**src/design/sclb_pkg.sv**
```systemverilog
`timescale 1ns / 1ps

package sclb_pkg;

  typedef logic [7:0] byte_t;
  typedef logic [2:0] req_t;
  typedef logic [1:0] mode_t;

  // Request codes
  localparam req_t REQ_RX         = 3'd0;
  localparam req_t REQ_TX_SLOT    = 3'd1;
  localparam req_t REQ_TX_START   = 3'd2;
  localparam req_t REQ_HOST_WRITE = 3'd3;
  localparam req_t REQ_HOST_READ  = 3'd4;
  localparam req_t REQ_REARM      = 3'd5;

  // Mode codes
  localparam mode_t MODE_RX      = 2'd0;
  localparam mode_t MODE_READY   = 2'd1;
  localparam mode_t MODE_TX      = 2'd2;
  localparam mode_t MODE_TX_DONE = 2'd3;

  // Character codes
  localparam byte_t CH_SPACE = 8'h20;
  localparam byte_t CH_CR    = 8'h0D;
  localparam byte_t CH_LF    = 8'h0A;
  localparam byte_t CH_GT    = 8'h3E;
  localparam byte_t CH_NUL   = 8'h00;

endpackage

```
**src/design/sclb_ram.sv**
```systemverilog
`timescale 1ns / 1ps

module sclb_ram #(
  parameter int WIDTH = 8,
  parameter int DEPTH = 32
) (
  input  logic                       clk,
  input  logic                       we,
  input  logic [$clog2(DEPTH)-1:0]   waddr,
  input  logic [WIDTH-1:0]           wdata,
  input  logic                       re,
  input  logic [$clog2(DEPTH)-1:0]   raddr,
  output logic [WIDTH-1:0]           rdata
);

  logic [WIDTH-1:0] mem [DEPTH];

  always_ff @(posedge clk) begin
    if (we) begin
      mem[waddr] <= wdata;
    end
    if (re) begin
      rdata <= mem[raddr];
    end
  end

endmodule

```
**src/design/serial_command_line_buffer.sv**
```systemverilog
`timescale 1ns / 1ps

// Flow: an accepted item is held in the input register, then its result is presented from the
//   result register.
// Throughput: one item per cycle unless out_ready stalls; the next line store read address is
//   formed from the position left by the item in flight, with a write bypass on the store banks.
// Reset: synchronous, active high; clears mode, position, flags and the terminator setting.
//   The line store is not cleared and needs no clearing pass.
module serial_command_line_buffer #(
  parameter int LINE_BYTES = 64
) (
  input  logic                  clk,
  input  logic                  rst,
  // configuration write channel
  input  logic                  cfg_valid,
  output logic                  cfg_ready,
  input  logic                  cfg_data,
  // request channel
  input  logic                  in_valid,
  output logic                  in_ready,
  input  sclb_pkg::req_t        req_type,
  input  logic                  rx_has_char,
  input  sclb_pkg::byte_t       rx_char,
  input  logic                  rx_overrun,
  input  logic                  response_mode,
  input  logic [5:0]            entry_index,
  input  sclb_pkg::byte_t       entry_data,
  // result channel
  output logic                  out_valid,
  input  logic                  out_ready,
  output logic                  tx_valid,
  output sclb_pkg::byte_t       tx_char,
  output logic                  line_done,
  output sclb_pkg::mode_t       mode,
  output sclb_pkg::byte_t       read_data
);

  // Position runs 0..LINE_BYTES; store index runs 0..LINE_BYTES-1.
  localparam int PW         = $clog2(LINE_BYTES + 1);
  localparam int IW         = $clog2(LINE_BYTES);
  localparam int BW         = IW - 1;
  localparam int BANK_DEPTH = (LINE_BYTES + 1) / 2;
  localparam logic [PW-1:0] POS_END  = PW'(LINE_BYTES);
  localparam logic [PW-1:0] POS_LAST = PW'(LINE_BYTES - 1);

  // ------------------------------------------------------------------
  // Architectural state
  // ------------------------------------------------------------------
  logic [PW-1:0]        pos;
  sclb_pkg::mode_t      mode_reg;
  logic                 last_cr;
  logic                 last_gt;
  logic                 reply_rx;
  logic                 dgt;
  // Entry 0 lives in a register: overrun and end of transmit write it alongside other writes.
  sclb_pkg::byte_t      entry0;

  // Input stage
  logic                 s1_valid;
  sclb_pkg::req_t       s1_req;
  logic                 s1_has_char;
  sclb_pkg::byte_t      s1_rx_char;
  logic                 s1_overrun;
  logic                 s1_resp;
  logic [5:0]           s1_idx;
  sclb_pkg::byte_t      s1_data;

  // Store bypass for a read issued while the same entry is being written
  logic                 byp_hit;
  sclb_pkg::byte_t      byp_data;

  // ------------------------------------------------------------------
  // Handshake
  // ------------------------------------------------------------------
  logic in_accept;
  logic s1_fire;

  assign cfg_ready = 1'b1;
  assign s1_fire   = s1_valid && (!out_valid || out_ready);
  assign in_ready  = !s1_valid || s1_fire;
  assign in_accept = in_valid && in_ready;

  always_ff @(posedge clk) begin
    if (rst) begin
      dgt <= 1'b0;
    end else if (cfg_valid && cfg_ready) begin
      dgt <= cfg_data;
    end
  end

  // ------------------------------------------------------------------
  // Line store: two banks split by index parity, so that a stored byte and
  // the NUL after it land in different banks in one cycle.
  // ------------------------------------------------------------------
  logic            we_e, we_o;
  logic [BW-1:0]   addr_e, addr_o;
  sclb_pkg::byte_t data_e, data_o;
  sclb_pkg::byte_t q_e, q_o;
  logic [BW-1:0]   rd_addr_in;

  sclb_ram #(.WIDTH(8), .DEPTH(BANK_DEPTH)) u_bank_even (
    .clk   (clk),
    .we    (we_e),
    .waddr (addr_e),
    .wdata (data_e),
    .re    (in_accept),
    .raddr (rd_addr_in),
    .rdata (q_e)
  );

  sclb_ram #(.WIDTH(8), .DEPTH(BANK_DEPTH)) u_bank_odd (
    .clk   (clk),
    .we    (we_o),
    .waddr (addr_o),
    .wdata (data_o),
    .re    (in_accept),
    .raddr (rd_addr_in),
    .rdata (q_o)
  );

  // ------------------------------------------------------------------
  // Current store byte for the item in the input stage
  // ------------------------------------------------------------------
  logic [IW-1:0]   rd_idx;
  sclb_pkg::byte_t cur;
  logic            idx_ok;

  assign idx_ok = 32'(s1_idx) < 32'(LINE_BYTES);
  assign rd_idx = (s1_req == sclb_pkg::REQ_HOST_READ) ? IW'(s1_idx) : pos[IW-1:0];

  always_comb begin
    if (rd_idx == '0) begin
      cur = entry0;
    end else if (byp_hit) begin
      cur = byp_data;
    end else begin
      cur = rd_idx[0] ? q_o : q_e;
    end
  end

  // ------------------------------------------------------------------
  // Item processing
  // ------------------------------------------------------------------
  logic [PW-1:0]   pos_a;
  logic            rx_cr, rx_lf, rx_gt;
  logic            rx_store, gt_end, nl_end;

  logic [PW-1:0]   pos_next;
  sclb_pkg::mode_t mode_next;
  logic            last_cr_next, last_gt_next, reply_rx_next;
  logic            e0_we;
  sclb_pkg::byte_t e0_data;
  logic            wa_en, wb_en;
  logic [IW-1:0]   wa_idx, wb_idx;
  sclb_pkg::byte_t wa_data, wb_data;
  logic            tx_valid_next, line_done_next;
  sclb_pkg::byte_t tx_char_next, read_data_next;

  // Overrun turns the pending command into a single space before the byte is handled.
  assign pos_a    = s1_overrun ? PW'(1) : pos;
  assign rx_cr    = s1_has_char && (s1_rx_char == sclb_pkg::CH_CR);
  assign rx_lf    = s1_has_char && (s1_rx_char == sclb_pkg::CH_LF);
  assign rx_gt    = s1_has_char && (s1_rx_char == sclb_pkg::CH_GT);
  // Drop printable bytes once the store is full; keep room for the NUL.
  assign rx_store = s1_has_char && (s1_rx_char >= sclb_pkg::CH_SPACE) && (pos_a < POS_LAST);
  assign gt_end   = rx_store && dgt && rx_gt && last_gt;
  // CR ends the line; so does LF that does not follow CR.
  assign nl_end   = !rx_store && (rx_cr || (rx_lf && !last_cr));

  always_comb begin
    pos_next       = pos;
    mode_next      = mode_reg;
    last_cr_next   = last_cr;
    last_gt_next   = last_gt;
    reply_rx_next  = reply_rx;
    e0_we          = 1'b0;
    e0_data        = sclb_pkg::CH_NUL;
    wa_en          = 1'b0;
    wa_idx         = '0;
    wa_data        = sclb_pkg::CH_NUL;
    wb_en          = 1'b0;
    wb_idx         = '0;
    wb_data        = sclb_pkg::CH_NUL;
    tx_valid_next  = 1'b0;
    tx_char_next   = sclb_pkg::CH_NUL;
    line_done_next = 1'b0;
    read_data_next = sclb_pkg::CH_NUL;
    unique case (s1_req)
      sclb_pkg::REQ_RX: begin
        if (mode_reg == sclb_pkg::MODE_RX) begin
          if (s1_overrun) begin
            e0_we   = 1'b1;
            e0_data = sclb_pkg::CH_SPACE;
          end
          if (rx_store) begin
            wa_en    = 1'b1;
            wa_idx   = pos_a[IW-1:0];
            wa_data  = s1_rx_char;
            pos_next = pos_a + PW'(1);
            if (gt_end) begin
              wb_en          = 1'b1;
              wb_idx         = pos_a[IW-1:0] + IW'(1);
              wb_data        = sclb_pkg::CH_NUL;
              pos_next       = '0;
              mode_next      = sclb_pkg::MODE_READY;
              line_done_next = 1'b1;
            end
          end else if (nl_end) begin
            if (pos_a < POS_END) begin
              wa_en   = 1'b1;
              wa_idx  = pos_a[IW-1:0];
              wa_data = sclb_pkg::CH_NUL;
            end
            pos_next       = '0;
            mode_next      = sclb_pkg::MODE_READY;
            line_done_next = 1'b1;
          end else begin
            pos_next = pos_a;
          end
          last_cr_next = rx_cr;
          last_gt_next = rx_gt;
        end
      end
      sclb_pkg::REQ_TX_SLOT: begin
        if (mode_reg == sclb_pkg::MODE_TX) begin
          // End of store counts as NUL.
          if ((pos < POS_END) && (cur != sclb_pkg::CH_NUL)) begin
            tx_valid_next = 1'b1;
            tx_char_next  = cur;
            pos_next      = pos + PW'(1);
          end else begin
            e0_we     = 1'b1;
            e0_data   = sclb_pkg::CH_NUL;
            pos_next  = '0;
            mode_next = reply_rx ? sclb_pkg::MODE_RX : sclb_pkg::MODE_TX_DONE;
          end
        end
      end
      sclb_pkg::REQ_TX_START: begin
        mode_next     = sclb_pkg::MODE_TX;
        reply_rx_next = s1_resp;
      end
      sclb_pkg::REQ_HOST_WRITE: begin
        if (idx_ok) begin
          wa_en   = 1'b1;
          wa_idx  = IW'(s1_idx);
          wa_data = s1_data;
        end
      end
      sclb_pkg::REQ_HOST_READ: begin
        if (idx_ok) begin
          read_data_next = cur;
        end
      end
      sclb_pkg::REQ_REARM: begin
        mode_next = sclb_pkg::MODE_RX;
        pos_next  = '0;
      end
      default: begin
      end
    endcase
  end

  // Route the two byte writes to the banks; entry 0 goes to its register.
  logic wa_ram, wb_ram;
  logic wa_even, wb_even;

  assign wa_ram  = wa_en && (wa_idx != '0);
  assign wb_ram  = wb_en && (wb_idx != '0);
  assign wa_even = wa_ram && !wa_idx[0];
  assign wb_even = wb_ram && !wb_idx[0];

  assign we_e   = s1_fire && (wa_even || wb_even);
  assign addr_e = wa_even ? wa_idx[IW-1:1] : wb_idx[IW-1:1];
  assign data_e = wa_even ? wa_data : wb_data;
  assign we_o   = s1_fire && ((wa_ram && wa_idx[0]) || (wb_ram && wb_idx[0]));
  assign addr_o = (wa_ram && wa_idx[0]) ? wa_idx[IW-1:1] : wb_idx[IW-1:1];
  assign data_o = (wa_ram && wa_idx[0]) ? wa_data : wb_data;

  // Read for the incoming item uses the position left by the item in flight.
  logic [PW-1:0] pos_ahead;
  logic [IW-1:0] rd_idx_in;
  logic          byp_hit_next;

  assign pos_ahead  = s1_fire ? pos_next : pos;
  assign rd_idx_in  = (req_type == sclb_pkg::REQ_HOST_READ) ? IW'(entry_index)
                                                            : pos_ahead[IW-1:0];
  assign rd_addr_in = rd_idx_in[IW-1:1];
  assign byp_hit_next = rd_idx_in[0] ? (we_o && (addr_o == rd_addr_in))
                                     : (we_e && (addr_e == rd_addr_in));

  // ------------------------------------------------------------------
  // Registers
  // ------------------------------------------------------------------
  always_ff @(posedge clk) begin
    if (rst) begin
      pos       <= '0;
      mode_reg  <= sclb_pkg::MODE_RX;
      last_cr   <= 1'b0;
      last_gt   <= 1'b0;
      reply_rx  <= 1'b0;
      s1_valid  <= 1'b0;
      out_valid <= 1'b0;
      byp_hit   <= 1'b0;
    end else begin
      if (s1_fire) begin
        pos      <= pos_next;
        mode_reg <= mode_next;
        last_cr  <= last_cr_next;
        last_gt  <= last_gt_next;
        reply_rx <= reply_rx_next;
      end
      if (in_accept) begin
        s1_valid <= 1'b1;
        byp_hit  <= byp_hit_next;
      end else if (s1_fire) begin
        s1_valid <= 1'b0;
      end
      if (s1_fire) begin
        out_valid <= 1'b1;
      end else if (out_ready) begin
        out_valid <= 1'b0;
      end
    end
  end

  // Payload registers
  always_ff @(posedge clk) begin
    if (in_accept) begin
      s1_req      <= req_type;
      s1_has_char <= rx_has_char;
      s1_rx_char  <= rx_char;
      s1_overrun  <= rx_overrun;
      s1_resp     <= response_mode;
      s1_idx      <= entry_index;
      s1_data     <= entry_data;
      byp_data    <= rd_idx_in[0] ? data_o : data_e;
    end
    if (s1_fire) begin
      if (wa_en && (wa_idx == '0)) begin
        entry0 <= wa_data;
      end else if (e0_we) begin
        entry0 <= e0_data;
      end
      tx_valid  <= tx_valid_next;
      tx_char   <= tx_char_next;
      line_done <= line_done_next;
      mode      <= mode_next;
      read_data <= read_data_next;
    end
  end

`ifndef SYNTHESIS
  a_done_ready : assert property (@(posedge clk) disable iff (rst)
    out_valid && line_done |-> mode == sclb_pkg::MODE_READY)
    else $error("line end without ready mode");

  a_tx_nonzero : assert property (@(posedge clk) disable iff (rst)
    out_valid && tx_valid |-> tx_char != sclb_pkg::CH_NUL)
    else $error("NUL sent as a byte");

  a_pos_bound : assert property (@(posedge clk) disable iff (rst)
    pos <= POS_END)
    else $error("position beyond end of store");

  a_rx_pos : assert property (@(posedge clk) disable iff (rst)
    mode_reg == sclb_pkg::MODE_RX |-> pos < POS_END)
    else $error("receive mode at end of store");

  a_flow : assert property (@(posedge clk) disable iff (rst)
    !out_valid |-> in_ready)
    else $error("input stalled with result register empty");
`endif

endmodule
```
**config.mk**
```make
export PLATFORM = sky130hd
export DESIGN_NAME = serial_command_line_buffer
export DESIGN_NICKNAME = d
export VERILOG_FILES = /design/src/design/sclb_pkg.sv /design/src/design/sclb_ram.sv /design/src/design/serial_command_line_buffer.sv
export SDC_FILE = /design/constraint.sdc
export NUM_CORES = 1
export LEC_CHECK = 0
export BUFFER_PORTS_ARGS = -buffer_cell sky130_fd_sc_hd__buf_2
export CAP_MARGIN = 20
export CORE_MARGIN = 10
export CORE_UTILIZATION = 25
export CTS_CLUSTER_DIAMETER = 100
export DETAILED_ROUTE_END_ITERATION = 10
export GPL_ROUTABILITY_DRIVEN = 0
export PLACE_DENSITY = 0.43
export SLEW_MARGIN = 0
export SYNTH_ARGS = -nofsm -noshare
export SYNTH_HDL_FRONTEND = slang
export SYNTH_HIERARCHICAL = 1
export SYNTH_SLANG_ARGS = --single-unit
```
**constraint.sdc**
```tcl
create_clock -name clk -period 4.61 [get_ports clk]
set_input_delay 0.461 -clock clk [delete_from_list [all_inputs] [get_ports clk]]
set_output_delay 0.461 -clock clk [all_outputs]
set_load 0.01 [all_outputs]
```
==> out/results.txt <==
Core ar. = 0.102 mm2
Place WS = -0.201 ns
Worst Skew = 0.0306 ns
type of origin of the critical path = register
critical path endpoint category = register
DR pass1 iterations = 5
crit path cell chain = or3b_4 > nor4_4 > or2_4 > o31ai_4 > nor4_4 > a221o_1 > a211oi_2 > nor2_2 > a21oi_4 > buf_12 > buf_12 > mux4_2 > mux4_2 > mux2_2
Distinct cells, synth = 88
yosys warns = 6
I/O Buffers = 55
worst setup margin = 0.0774 ns
Die H = 340 um
Worst path max stage delay = 0.55 ns
Worst-Skew Late Latency = 0.63 ns
drt total wl = 72,100 um
Pins Over Slew Limit = 0
maximum vdd ir drop = 279 uV
# rows = 117
wire length per cell = 23.3 um
status = finished clean
I/O pin total = 57
Critical-path top delay cell = mux4_2
CTS Sinks = 608
Slew @ Worst Pin = 1.04 ns
total leakage power = 0.0115 uW
total global routing overflow = 0
top flop regs = u_bank_even/mem: 256 flops, u_bank_odd/mem: 256 flops
vias in the first global route = 15,069
drt via density = 4.60
total negative slack = 0 ns
fmax = 0.221 GHz
# setup viols final = 0
pin count of the biggest net entering global routing = 34
critical path class = reg -> reg
unrepaired setup endpoints after global routing = true
Post-synth ARST share = 0%
Max Cap Viol = 0
fraction of layout cells with a size suffix above 1 = 36.9%
GRT Resource Usage Total = 12.3%
first-pass GRT wire length = 106,000 um
synth top area cells = edfxtp_1 69%, mux4_2 14%, nor2_1 2.0%
DIE AREA = 0.116 mm2
initial antenna violation count = 2
#FFs+latches synth = 608
root buffer cell = clkbuf_16
Avg Inst Size Synth = 18.4 um2
commonest non-fill, non-tap cell in the layout = edfxtp_1
CP delay by family, top = compound AO/OA/AOI/OAI gates
Worst Path Max Fanout = 20
relative slew slack = 30.5%
data required time of the worst path = 4.98 ns
routed vias = 14,211
total CTS buffers = 69
Die X-Extent = 340 um
hpwl dp = 48,700 um
Main synth FF type = edfxtp_1
P per Cell Area = 385 mW/mm2
final antenna-violating net count = 0
Final Hold Viols = 0
commonest non-fill, non-tap cells in the layout = 592 x edfxtp_1, 181 x buf_4, 160 x mux4_2
area grow syn2layout = 25.1%
clk slew on worst S/H paths = 0.06 ns
crit path buf inv count = 2
Final min period = 4.53 ns
Worst Hold Class = in -> reg
DRC = 0
Syn Inst Count = 1,396
syn nets = 1,432
post-synth top area share = 69.4%
Final nets = 1,710
CTS tree = done
Initial Utilization = 25.2%
largest area contributor in the netlist = edfxtp_1
Period Utilization, post-route = 98.3%
sequential share of the synthesized area = 70.6%
DR iter-0 viols = 1,092
mapped cell area = 0.0256 mm2
clock buffer depth = 3
H-tree Lvls = 3
EDFF count, synth = 592
Worst EP arrival = 4.90 ns
timing repair:
action / 4_1_cts / 5_1_grt
setup buffers: 9 / 8
cloned: 1 / 5
setup endpoints to repair: 16 / 44
endpoints found under the hold margin: 15 / 0
hold buffers: 15 / 0
gates resized for setup: 9 / 35
pin swaps: 3 / 15
synth_stat cells (8+ instances only):
cell and instances:
buf_4 15, a211oi_1 9, inv_1 18, a31oi_1 8, mux2i_1 11, mux2_2 24, mux4_2 160, nand2_1 43
edfxtp_1 592, buf_1 10, o21ai_0 22, nand2b_1 15, and2_1 10, a22oi_1 10, o31ai_1 9, nand3_1 19
nor2b_1 15, o211ai_1 12, nand3b_1 13, nor2_1 137, or3_1 8, nor3_1 14, dfxtp_1 16, and3_1 8
a21oi_1 28, clkbuf_1 40
metal layers:
metal	part of all wire (%)	up-vias	routed length, um	track usage (%)
met5	0	-	0	0
met3	4.7	107	3400	2.51
li1	-	6280	-	-
met2	49	333	35300	20.4
met4	2.6	0	1850	4.13
met1	44	7491	31500	16.0
worst register-to-register path, cell delays in order, from the launching register on:
cell and delay (ns):
edfxtp_1 0.44, or3b_4 0.38, nor4_4 0.08, or2_4 0.33
o31ai_4 0.37, nor4_4 0.09, a221o_1 0.34, a211oi_2 0.27
nor2_2 0.11, a21oi_4 0.27, buf_12 0.22, buf_12 0.20
mux4_2 0.37, mux4_2 0.55, mux2_2 0.29
power by group:
group	internal, uW	switching, uW	total, uW	leakage, uW
Sequential	6030	28.7	6060	0.00681
Clock	3450	2290	5740	0.00113
Combinational	236	305	541	0.00355
Total	9720	2620	12300	0.0115
final cells by class:
class                           instances  area, um2
Clock inverter                         43        576
Multi-Input combinational cell        695       7380
Clock buffer                           77       1800
Timing Repair Buffer                  282       2440
Fill cell                            9847      69700
Antenna cell                            1       2.50
Sequential cell                       608      18100
Tap cell                             1368       1710
Inverter                               18       67.6
kinds of logic after synthesis:
family | share of synthesized area (%)
other cells | 0.0146
xor+xnor | 0.239
compound gates | 4.65
mux | 15.9
simple gates | 6.78
flops | 70.6
buf+inv | 1.75
fa+ha+maj | 0.0976
path summary, 6_finish.rpt:
path | start | endpoint | slack [ns] | cells past startpoint
worst max-delay path | s1_req[2] | u_bank_odd/rdata[1] | 0.08 | 14
worst min-delay path | entry_data[1] | s1_data[1] | 0.04 | 1
worst max register to register | s1_req[2] | u_bank_odd/rdata[1] | 0.08 | 14
worst min register to register | last_gt | last_gt | 0.46 | 2
metrics by stage:
stage	total power [uW]	cells	hold WS [ns]	area [um2]	util, %
after floorplan	6440	1396	0.437	25600	-
final	12300	3092	0.0436	32100	31.5
after detailed placement	6670	2933	0.451	29000	28.5
after global placement	6660	2931	0.444	29000	28.5
after global routing	12800	3091	0.0175	32100	31.5
after CTS	12500	3078	0.00262	31700	31.2
No activity file was read; power rests on OpenSTA's default activity.
